File: src/rtl/cfb_pkg.sv
// Shared types and constants for the cascaded FIR band-pass filter.
package cfb_pkg;

  // Request operation codes.
  localparam int OPCODE_BITS = 2;

  typedef enum logic [OPCODE_BITS-1:0] {
    OP_FILTER  = 2'd0,
    OP_LOAD_HP = 2'd1,
    OP_LOAD_LP = 2'd2
  } opcode_t;

  // Tap-count register: width and value after reset.
  localparam int                   CFG_BITS   = 10;
  localparam logic [CFG_BITS-1:0]  TAPS_RESET = 10'd402;

  // Control from the sequencer to the multiply-accumulate datapath.
  typedef struct packed {
    logic clear;       // zero the accumulator
    logic data_valid;  // memory read data holds a coefficient and a sample
    logic round;       // round and saturate the finished sum
  } mac_ctrl_t;

endpackage

File: src/rtl/cfb_mac.sv
// Shared multiply-accumulate unit with rounding and saturation for both stages.
module cfb_mac #(
  parameter int MAX_TAPS    = 512,
  parameter int SAMPLE_BITS = 24,
  parameter int COEF_BITS   = 18
) (
  input  logic                          clk,
  input  logic                          rst_n,
  input  cfb_pkg::mac_ctrl_t            ctrl,
  input  logic signed [COEF_BITS-1:0]   coef_i,
  input  logic signed [SAMPLE_BITS-1:0] smp_i,
  output logic signed [SAMPLE_BITS-1:0] y_o,
  output logic                          clip_o
);
  import cfb_pkg::*;

  // The exact sum of MAX_TAPS products fits in RAW_W bits. Beyond 64 bits the
  // running sum is clamped to +-2^62 after every addition.
  localparam int  P_W        = SAMPLE_BITS + COEF_BITS;
  localparam int  RAW_W      = P_W + $clog2(MAX_TAPS);
  localparam bit  NEED_CLAMP = (RAW_W > 64);
  localparam int  ACC_W      = NEED_CLAMP ? 64 : RAW_W;
  localparam int  COEF_FRAC  = COEF_BITS - 2;

  localparam logic signed [ACC_W-1:0] ACC_ONE  = 1;
  localparam logic signed [ACC_W-1:0] ACC_HI   = ACC_ONE <<< 62;
  localparam logic signed [ACC_W-1:0] ACC_LO   = -(ACC_ONE <<< 62);
  localparam logic signed [ACC_W-1:0] HALF_LSB = ACC_ONE <<< (COEF_FRAC - 1);
  localparam logic signed [ACC_W-1:0] Y_HI     = (ACC_ONE <<< (SAMPLE_BITS - 1)) - ACC_ONE;
  localparam logic signed [ACC_W-1:0] Y_LO     = -(ACC_ONE <<< (SAMPLE_BITS - 1));

  logic                    prod_v_r;
  logic signed [P_W-1:0]   prod_r;
  logic signed [ACC_W-1:0] acc_r;
  logic signed [ACC_W-1:0] acc_nxt;
  logic signed [ACC_W-1:0] sum;
  logic signed [ACC_W-1:0] shifted;
  logic signed [SAMPLE_BITS-1:0] y_nxt;
  logic                    clip_nxt;
  logic signed [SAMPLE_BITS-1:0] y_r;
  logic                    clip_r;

  // Product register between the memory read data and the adder.
  always_ff @(posedge clk) begin
    if (!rst_n) begin
      prod_v_r <= 1'b0;
    end else begin
      prod_v_r <= ctrl.data_valid;
    end
    if (ctrl.data_valid) begin
      prod_r <= coef_i * smp_i;
    end
  end

  // Accumulate with the wide-sum clamp.
  always_comb begin
    sum = acc_r + ACC_W'(prod_r);
    acc_nxt = sum;
    if (NEED_CLAMP && (sum > ACC_HI)) begin
      acc_nxt = ACC_HI;
    end else if (NEED_CLAMP && (sum < ACC_LO)) begin
      acc_nxt = ACC_LO;
    end
  end

  always_ff @(posedge clk) begin
    if (ctrl.clear) begin
      acc_r <= '0;
    end else if (prod_v_r) begin
      acc_r <= acc_nxt;
    end
  end

  // Round half up, drop the fraction bits and saturate to the sample range.
  always_comb begin
    shifted  = (acc_r + HALF_LSB) >>> COEF_FRAC;
    clip_nxt = 1'b0;
    y_nxt    = shifted[SAMPLE_BITS-1:0];
    if (shifted > Y_HI) begin
      y_nxt    = Y_HI[SAMPLE_BITS-1:0];
      clip_nxt = 1'b1;
    end else if (shifted < Y_LO) begin
      y_nxt    = Y_LO[SAMPLE_BITS-1:0];
      clip_nxt = 1'b1;
    end
  end

  always_ff @(posedge clk) begin
    if (ctrl.round) begin
      y_r    <= y_nxt;
      clip_r <= clip_nxt;
    end
  end

  assign y_o    = y_r;
  assign clip_o = clip_r;

endmodule

File: config.mk
export PLATFORM = sky130hd
export DESIGN_NAME = cfb_mac
export DESIGN_NICKNAME = d
export VERILOG_FILES = /design/src/rtl/cfb_pkg.sv /design/src/rtl/cfb_mac.sv
export SDC_FILE = /design/constraint.sdc
export NUM_CORES = 1
export LEC_CHECK = 0
export ABC_CLOCK_PERIOD_IN_PS = 6300
export BUFFER_PORTS_ARGS = -buffer_cell sky130_fd_sc_hd__buf_2
export CAP_MARGIN = 20
export CORE_ASPECT_RATIO = 1.25
export CORE_MARGIN = 10
export CORE_UTILIZATION = 55
export DETAILED_ROUTE_END_ITERATION = 10
export GPL_ROUTABILITY_DRIVEN = 1
export PLACE_DENSITY_LB_ADDON = 0.08
export SLEW_MARGIN = 20
export SYNTH_ARGS = -nofsm -noshare
export SYNTH_HDL_FRONTEND = slang
export SYNTH_SLANG_ARGS = --single-unit
File: constraint.sdc
create_clock -name clk -period 6.3 [get_ports clk]
set_clock_uncertainty 0.05 [all_clocks]
set_input_delay 0.63 -clock clk [delete_from_list [all_inputs] [get_ports clk]]
set_output_delay 0.63 -clock clk [all_outputs]
set_load 0.005 [all_outputs]
==> flow_summary.toml, run 1 <==
[outcome]
run_status = "completed"

[placed_design]
dpl.hpwl_microns = 47000
numPortBuffers = 71
gp_congestion = 0.874
pre_cts_setup_slack_ps = -574

[setup_path]
crit_arrival_ps = 6250
worstReg2RegEnd = "acc_r[50]"
worstPathMaxFanout = 14
r2r_cells = 11
timing.setup.critical_path_class = "input pin to flip-flop"
critical_path_required_ps = 6440
regToRegStartpoint = "prod_r[41]"
critPathCaptureType = "flip-flop"
timing.critical_path.from_type = "input pin"
setup.reg_to_reg.worst_slack_ps = 2770

[global_route]
grt_max_degree = 59
track_usage = 0.219
grt_first_pass_wirelength_microns = 90900
number_of_antenna_violations_at_the_first_check_in_global_routing = 0
global_route.overflow_total = 0
grt_pass1_vias = 18400

[floorplanning]
floorplan.die_area_sq_mm = 0.0505
boundaryPins = 72
row_count = 83
die_width_microns = 203
start_util = 0.559
fp.dieH_microns = 249
core_region_area_sq_mm = 0.0412

[logic_synthesis]
post-synth-top-area-cell = "fa_1"
synth-seq-cells = 119
yosys_warnings = 0
synth-seq-area-share = 0.132
netlist_instances = 2554
post_synth_and_or_nand_nor_area_fraction = 0.153
synth_ff_type = "edfxtp_1"
netlist-cell-type-count = 80
adder_and_majority_cell_fraction_of_the_synthesized_area = 0.455
synth_compound_gate_area_share = 0.0948
synth_top_cells_by_area = "fa_1 (37%), inv_1 (8.8%), edfxtp_1 (8.7%), ha_1 (8.5%), nand2_1 (5.5%)"
post-synth-top-count-cell = "inv_1"
post_synth_xor_area_fraction = 0.0429
synth_top_area_frac = 0.370
synth_top_family_by_area = "adder cells"
synthArstFlopShare = 0
syn-num-nets = 3183
post_synth_most_frequent_cells = "inv_1 (540), fa_1 (426), nand2_1 (338), ha_1 (156), and2_1 (147)"
synth.avg_cell_area_sq_um = 9.02
synthMuxAreaShare = 0.0170
syn_area_sq_mm = 0.0230
synth_edf_count = 67

[drt]
num_vias = 17400
post_drt_via_cell_ratio = 5.24
drc = 0
antenna_violating_nets_post_route = 0
first_iter_violations = 781
wire_per_inst_microns = 16.2
totalWireLength_microns = 53900
drt_pass1_iterations = 5

[clock_tree]
clock_latency_ps = 440
cts_tree = "yes"
cts_max_path_buffers = 2
clock_buffers_created_by_tritoncts = 17
cts_root_buf = "clkbuf_16"
cts.reportedPaths.clkPinSlew_ps = 60
cts.hold.buffers_added = 0
number_of_sinks_on_the_clock_net = 119
h-tree-depth = 4

[sta]
finalHoldViolCount = 0
timing.fmax_mhz = 164
worst_slack_ps = 188
transition_time_at_the_pin_with_the_least_slew_margin_ps = 899
final_period_minus_worst_setup_slack_ps = 6110
min_period_over_period = 0.970
maxSlewHeadroom = 0.400
drv_slew = 0
finalSetupViolCount = 0

[layout]
nNetsFinal = 3387
diodes = 0
final.fill_count = 3491
final-seq-area_sq_mm = 0.00305
multiInputGateArea_sq_mm = 0.0179
area_growth_syn_to_layout_pct = 15.0
layout-drive-gt1-share = 0.152

[run]
number_of_maximum_capacitance_violations = 0

[hold_path]
min_delay_path_depth = 2
worst_min_path_start = "rst_n"
whs_endpoint = "prod_v_r"
hold_class = "input pin to flip-flop"
[critical path: stages]
cell	delay, ps
buf_6	120
buf_12	150
and2_4	140
fa_1	530
inv_1	60
fa_1	480
fa_1	510
inv_1	50
fa_1	590
fa_1	440
fa_1	540
ha_4	220
buf_4	150
a21o_1	180
a21oi_2	180
o21ai_2	90
a31oi_4	190
o21ai_2	90
a2111o_1	450
a31o_2	250
a21oi_2	140
xnor2_1	70
[cell type report]
cell class | instances | share of cell area
timing repair buffer | 289 | 0.0849
sequential | 119 | 0.115
clock buffer | 17 | 0.0160
inverter | 540 | 0.0766
multi-input combinational | 1791 | 0.675
clock inverter | 15 | 0.00666
tap | 552 | 0.0261
[through the flow]
| step | setup TNS, ps | std cells | area (sq um) | utilization | hold WS, ps |
|---|---|---|---|---|---|
| after detailed placement | -4720 | 3285 | 25500 | 0.619 | 442 |
| after global routing | -8.92 | 3323 | 26500 | 0.643 | 354 |
| final | 0 | 3323 | 26500 | 0.643 | 352 |
| after floorplan | -0.842 | 2554 | 23400 | - | 415 |
| after CTS | 0 | 3318 | 26100 | 0.634 | 328 |
| after global placement | -3090 | 3285 | 25500 | 0.619 | 428 |
[timing repair]
action,CTS,global route
pin swaps,1,47
setup buffers,1,5
gates resized for setup,2,126
setup endpoints to repair,2,10
[logic make-up (layout without fill, tap and decap cells)]
kind of cell	Yosys count	after routing
XOR/XNOR	112	112
buffers and inverters	644	861
adder cells (fa/ha/maj)	582	582
flip-flops	119	119
multiplexers	39	39
AO/OA/AOI/OAI	321	321
AND/OR/NAND/NOR	737	737
[cell usage in the layout, fill, tap and decap left out, types with 12 or more instances in the layout]
master,n
inv_1,534
fa_1,414
nand2_1,333
buf_4,207
ha_1,144
and2_1,142
nor2_1,88
a21oi_1,75
xnor2_1,71
edfxtp_1,67
o21ai_0,62
a21o_1,53
dfxtp_1,51
buf_2,42
xor2_1,40
mux2i_1,37
nand3_1,34
buf_6,28
nor2b_1,23
nand2b_1,23
and3_1,19
clkbuf_16,17
nor3_1,16
nand4_1,15
fa_2,12
[registers in the layout, indices dropped and copies added (netlist names)]
signal    count
prod_v_r      1
prod_r       42
clip_o        1
y_o          24
acc_r        51
[routing by layer]
metal | wire length [microns] | track usage | share of wire
met2 | 26800 | 0.372 | 0.50
met5 | 0 | 0 | 0
met3 | 2630 | 0.0338 | 0.049
met4 | 1080 | 0.0617 | 0.020
met1 | 23400 | 0.284 | 0.43
[worst max-delay path by stage]
stage,start,endpoint,slack [ps],cells past startpoint
finish,coef_i[8],prod_r[32],190,22
global route,coef_i[8],prod_r[32],-9,22
CTS,smp_i[8],prod_r[41],20,25
detailed placement,coef_i[8],prod_r[41],-570,25
global placement,coef_i[3],prod_r[41],-400,23
floorplan,coef_i[8],prod_r[32],-0.8,23
Power of run 1 is not shown: default switching activity piles up to over one toggle a cycle in this logic, so the estimate is an artifact.
==> run 2, diff against run 1 <==
--- a/config.mk
+++ b/config.mk
@@ -10,7 +10,7 @@
 export CAP_MARGIN = 20
 export CORE_ASPECT_RATIO = 1.25
 export CORE_MARGIN = 10
-export CORE_UTILIZATION = 55
+export CORE_UTILIZATION = 25
 export DETAILED_ROUTE_END_ITERATION = 10
 export GPL_ROUTABILITY_DRIVEN = 1
 export PLACE_DENSITY_LB_ADDON = 0.08
==> flow_summary.toml, run 2 (synthesized netlist as in run 1, its figures left out) <==
[outcome]
run_status = "completed"

[layout]
diodes = 0
final_core_utilization = 0.302
finish.cell_count_without_fillers = 4000
layout_common_cells = "inv_1 (533), fa_1 (412), nand2_1 (337)"
top_register_by_number_of_flip_flops = "acc_r"
final-seq-area_sq_mm = 0.00305
multiInputGateArea_sq_mm = 0.0179
final_common_cell = "inv_1"
nNetsFinal = 3427
final.fill_count = 9766
area_growth_syn_to_layout_pct = 20.1
largest_reg_flops = 51
layout-drive-gt1-share = 0.164

[drt]
first_iter_violations = 491
drc = 0
drt_pass1_iterations = 6
wire_per_inst_microns = 16.1
num_vias = 17100
post_drt_via_cell_ratio = 4.28
totalWireLength_microns = 64400
antenna_violating_nets_post_route = 0

[global_route]
track_usage = 0.126
number_of_antenna_violations_at_the_first_check_in_global_routing = 0
grt_first_pass_wirelength_microns = 106000
grt_max_degree = 59
global_route.overflow_total = 0
grt_pass1_vias = 19300

[setup_path]
timing.critical_path.slowest_stage_cell = "fa_1"
crit_arrival_ps = 6340
critical_path_required_ps = 6470
critPathTopFamily = "adder cells"
cp_slowest_stage_delay_ps = 580
critPathMostFrequentCell = "fa_1"
timing.critical_path.buf_inv = 6
timing.setup.critical_path_class = "input pin to flip-flop"
cp_cell_sequence = "buf_4, buf_6, and2_4, fa_1, inv_1, fa_1, fa_1, inv_1, fa_1, fa_1, inv_1, fa_1, inv_1, ha_4, a21o_1, a21o_1, a21oi_2, o21ai_2, a31oi_4, o21ai_2, a2111o_1, a31o_2, a21oi_2, xnor2_1"
timing.critical_path.from_type = "input pin"
critPathCaptureType = "flip-flop"
worstPathMaxFanout = 8

[sta]
finalHoldViolCount = 0
timing.fmax_mhz = 162
drv_slew = 0
transition_time_at_the_pin_with_the_least_slew_margin_ps = 958
final_period_minus_worst_setup_slack_ps = 6170
min_period_over_period = 0.979
rsz0062_at_grt = "true"
finalSetupViolCount = 0
setup-tns-final_ps = 0
maxSlewHeadroom = 0.361

[placed_design]
numPortBuffers = 71
dpl.hpwl_microns = 57200
dp_cells = 3960
gp_congestion = 0.832

[clock_tree]
number_of_sinks_on_the_clock_net = 119
cts_root_buf = "clkbuf_16"
clock_buffers_created_by_tritoncts = 25
cts.reportedPaths.clkPinSlew_ps = 50
cts.hold.buffers_added = 0
clock_latency_ps = 490
cts_tree = "yes"
cts_max_path_buffers = 3
h-tree-depth = 4

[hold_path]
hold_class = "input pin to flip-flop"

[floorplanning]
boundaryPins = 72
fp.dieH_microns = 359
start_util = 0.252
floorplan.die_area_sq_mm = 0.105
core_region_area_sq_mm = 0.0915
die_width_microns = 292
row_count = 124

[run]
number_of_maximum_capacitance_violations = 0
run 2: cell count changes in the layout (fill, tap and decap cells not counted), moves of 4 or more:
cell       delta
buf_4        +37
buf_12        +8
nand2_2       -4
clkbuf_4      +7
nand2_1       +4
buf_6        -18
clkbuf_16     +8
run 2: metal layers:
metal	track usage	up-vias	part of all wire
li1	-	8393	-
met1	0.165	8522	0.47
met2	0.223	173	0.50
met3	0.0101	41	0.018
met4	0.0248	0	0.013
met5	0	-	0
run 2: final timing paths:
kind | start | to | slack, ps | depth (start not counted)
setup / recovery | coef_i[8] | prod_r[32] | 130 | 24
hold / removal | rst_n | prod_v_r | 310 | 2
setup reg to reg | prod_r[0] | acc_r[50] | 2730 | 13
hold reg to reg | acc_r[3] | acc_r[3] | 450 | 2
run 2: final cells by class:
cell class                      count  share of cell area
Clock buffer                       29              0.0232
Clock inverter                      3            0.000588
Inverter                          540              0.0733
Multi-Input combinational cell   1791               0.648
Sequential cell                   119               0.110
Tap cell                         1197              0.0541
Timing Repair Buffer              321              0.0902
run 2: timing repair:
| action | CTS | global route |
|---|---|---|
| setup buffers | 0 | 8 |
| gates resized for setup | 3 | 101 |
| pin swaps | 1 | 52 |
| setup endpoints to repair | 3 | 12 |
| hold endpoints to repair | 0 | 0 |
run 2: through the flow:
step	hold slack, ps	worst slack, ps	cell area [sq um]
3_5_place_dp	441	-637	26700
6_report	310	132	27700
2_1_floorplan	415	-0.842	23400
3_3_place_gp	429	-621	26700
4_1_cts	282	0.629	27300
5_1_grt	298	-61.6	27700
Power of run 2 is left out for the same reason.
==> run 3, diff against run 2 <==
--- a/config.mk
+++ b/config.mk
@@ -5,14 +5,13 @@
 export SDC_FILE = /design/constraint.sdc
 export NUM_CORES = 1
 export LEC_CHECK = 0
-export ABC_CLOCK_PERIOD_IN_PS = 6300
+export ABC_CLOCK_PERIOD_IN_PS = 7400
 export BUFFER_PORTS_ARGS = -buffer_cell sky130_fd_sc_hd__buf_2
 export CAP_MARGIN = 20
 export CORE_ASPECT_RATIO = 1.25
 export CORE_MARGIN = 10
 export CORE_UTILIZATION = 25
 export DETAILED_ROUTE_END_ITERATION = 10
-export GPL_ROUTABILITY_DRIVEN = 1
 export PLACE_DENSITY_LB_ADDON = 0.08
 export SLEW_MARGIN = 20
 export SYNTH_ARGS = -nofsm -noshare
==> constraint.sdc (replaced) <==
create_clock -name clk -period 7.4 [get_ports clk]
set_clock_uncertainty 0.05 [all_clocks]
set_input_delay 0.74 -clock clk [delete_from_list [all_inputs] [get_ports clk]]
set_output_delay 0.74 -clock clk [all_outputs]
set_load 0.005 [all_outputs]
==> flow_summary.toml, run 3 (synthesized netlist as in run 1, its figures left out) <==
[outcome]
run_status = "completed"

[sta]
finalHoldViolCount = 0
rsz0062_at_grt = "false"
setup-tns-final_ps = 0
drv_slew = 0
finalSetupViolCount = 0
min_period_over_period = 0.927
maxSlewHeadroom = 0.406
whs_ps = 402
worst_slack_ps = 541
transition_time_at_the_pin_with_the_least_slew_margin_ps = 891
timing.fmax_mhz = 146
final_period_minus_worst_setup_slack_ps = 6860

[layout]
final_common_cell = "inv_1"
largest_reg_flops = 51
multiInputGateArea_sq_mm = 0.0176
final.fill_count = 9880
area_growth_syn_to_layout_pct = 11.0
final-seq-area_sq_mm = 0.00305
layout_common_cells = "inv_1 (540), fa_1 (426), nand2_1 (338)"
layout-drive-gt1-share = 0.0730
nNetsFinal = 3227
finish.cell_count_without_fillers = 3802
top_register_by_number_of_flip_flops = "acc_r"

[global_route]
track_usage = 0.126
number_of_antenna_violations_at_the_first_check_in_global_routing = 1
global_route.overflow_total = 0
grt_first_pass_wirelength_microns = 106000
grt_pass1_vias = 18600
grt_max_degree = 59

[setup_path]
crit_arrival_ps = 7040
critPathMostFrequentCell = "fa_1"
cp_cell_sequence = "buf_2, nand2_1, fa_1, inv_1, fa_1, inv_1, fa_1, inv_1, fa_1, fa_1, inv_1, fa_1, inv_1, ha_1, nand3_1, or2_2, a2bb2oi_2, o31ai_1, a21oi_1, o31ai_1, a31oi_1, xnor2_1"
worstPathMaxFanout = 22
timing.critical_path.from_type = "input pin"
timing.setup.critical_path_class = "input pin to flip-flop"
critical_path_required_ps = 7590
timing.critical_path.slowest_stage_cell = "fa_1"
critPathCaptureType = "flip-flop"
cp_slowest_stage_delay_ps = 560

[floorplanning]
fp.dieH_microns = 359
die_width_microns = 292
floorplan.die_area_sq_mm = 0.105
start_util = 0.252
boundaryPins = 72
row_count = 124
core_region_area_sq_mm = 0.0915

[clock_tree]
number_of_sinks_on_the_clock_net = 119
h-tree-depth = 4
cts-resized-gates = 0
clock_buffers_created_by_tritoncts = 25
cts.reportedPaths.clkPinSlew_ps = 60
cts.hold.buffers_added = 0
cts_max_path_buffers = 3
clock_latency_ps = 500
cts_root_buf = "clkbuf_16"
cts_tree = "yes"
cts_setup_buffers = 0

[drt]
totalWireLength_microns = 64800
num_vias = 16600
post_drt_via_cell_ratio = 4.36
antenna_violating_nets_post_route = 0
wire_per_inst_microns = 17.0
first_iter_violations = 584
drc = 0
drt_pass1_iterations = 4

[hold_path]
hold_class = "input pin to flip-flop"

[placed_design]
dp_cells = 3768
pre_cts_setup_slack_ps = 94.7
numPortBuffers = 71
dpl.hpwl_microns = 55000
gp_congestion = 0.809

[run]
number_of_maximum_capacitance_violations = 0
==> run 3: changes by cell type in the layout (fill, tap and decap cells not counted), sizes merged <==
cell      delta
clkinvlp     -2
diode        +1
inv          +1
clkbuf      -10
clkinv       +1
buf        -189
==> run 3: cell type report <==
cell class,count,share of cell area
Multi-Input combinational cell,1791,0.687
Clock buffer,30,0.0264
Sequential cell,119,0.119
Antenna cell,1,0.0000978
Inverter,540,0.0792
Clock inverter,3,0.000440
Timing Repair Buffer,121,0.0291
Tap cell,1197,0.0585
==> run 3: path summary, 6_finish.rpt <==
| check | start | end | slack (ps) | depth (start not counted) |
|---|---|---|---|---|
| max | coef_i[11] | prod_r[33] | 540 | 22 |
| min | rst_n | prod_v_r | 400 | 2 |
| max reg2reg | acc_r[0] | acc_r[50] | 3760 | 13 |
| min reg2reg | acc_r[0] | acc_r[0] | 440 | 2 |
==> run 3: metrics by stage <==
| step | area [sq um] | utilization |
|---|---|---|
| 5_1_grt | 25600 | 0.280 |
| 4_1_cts | 25600 | 0.280 |
| 3_3_place_gp | 24900 | 0.272 |
| 2_1_floorplan | 23000 | - |
| 3_5_place_dp | 24900 | 0.272 |
| 6_report | 25600 | 0.280 |
==> run 3: layer usage <==
metal / routed length [microns] / GRT usage
met4: 1320 / 0.0336
met3: 1370 / 0.0117
met2: 30500 / 0.212
met1: 31600 / 0.169
met5: 12 / 0
==> run 3: worst max-delay path, delay by kind of cell <==
kind / cells / cell delay, ps
adder cells (fa/ha/maj): 7 / 3460
AND/OR/NAND/NOR: 3 / 620
AO/OA/AOI/OAI: 5 / 1370
buffers and inverters: 6 / 680
XOR/XNOR: 1 / 140
Power of run 3 is left out for the same reason.
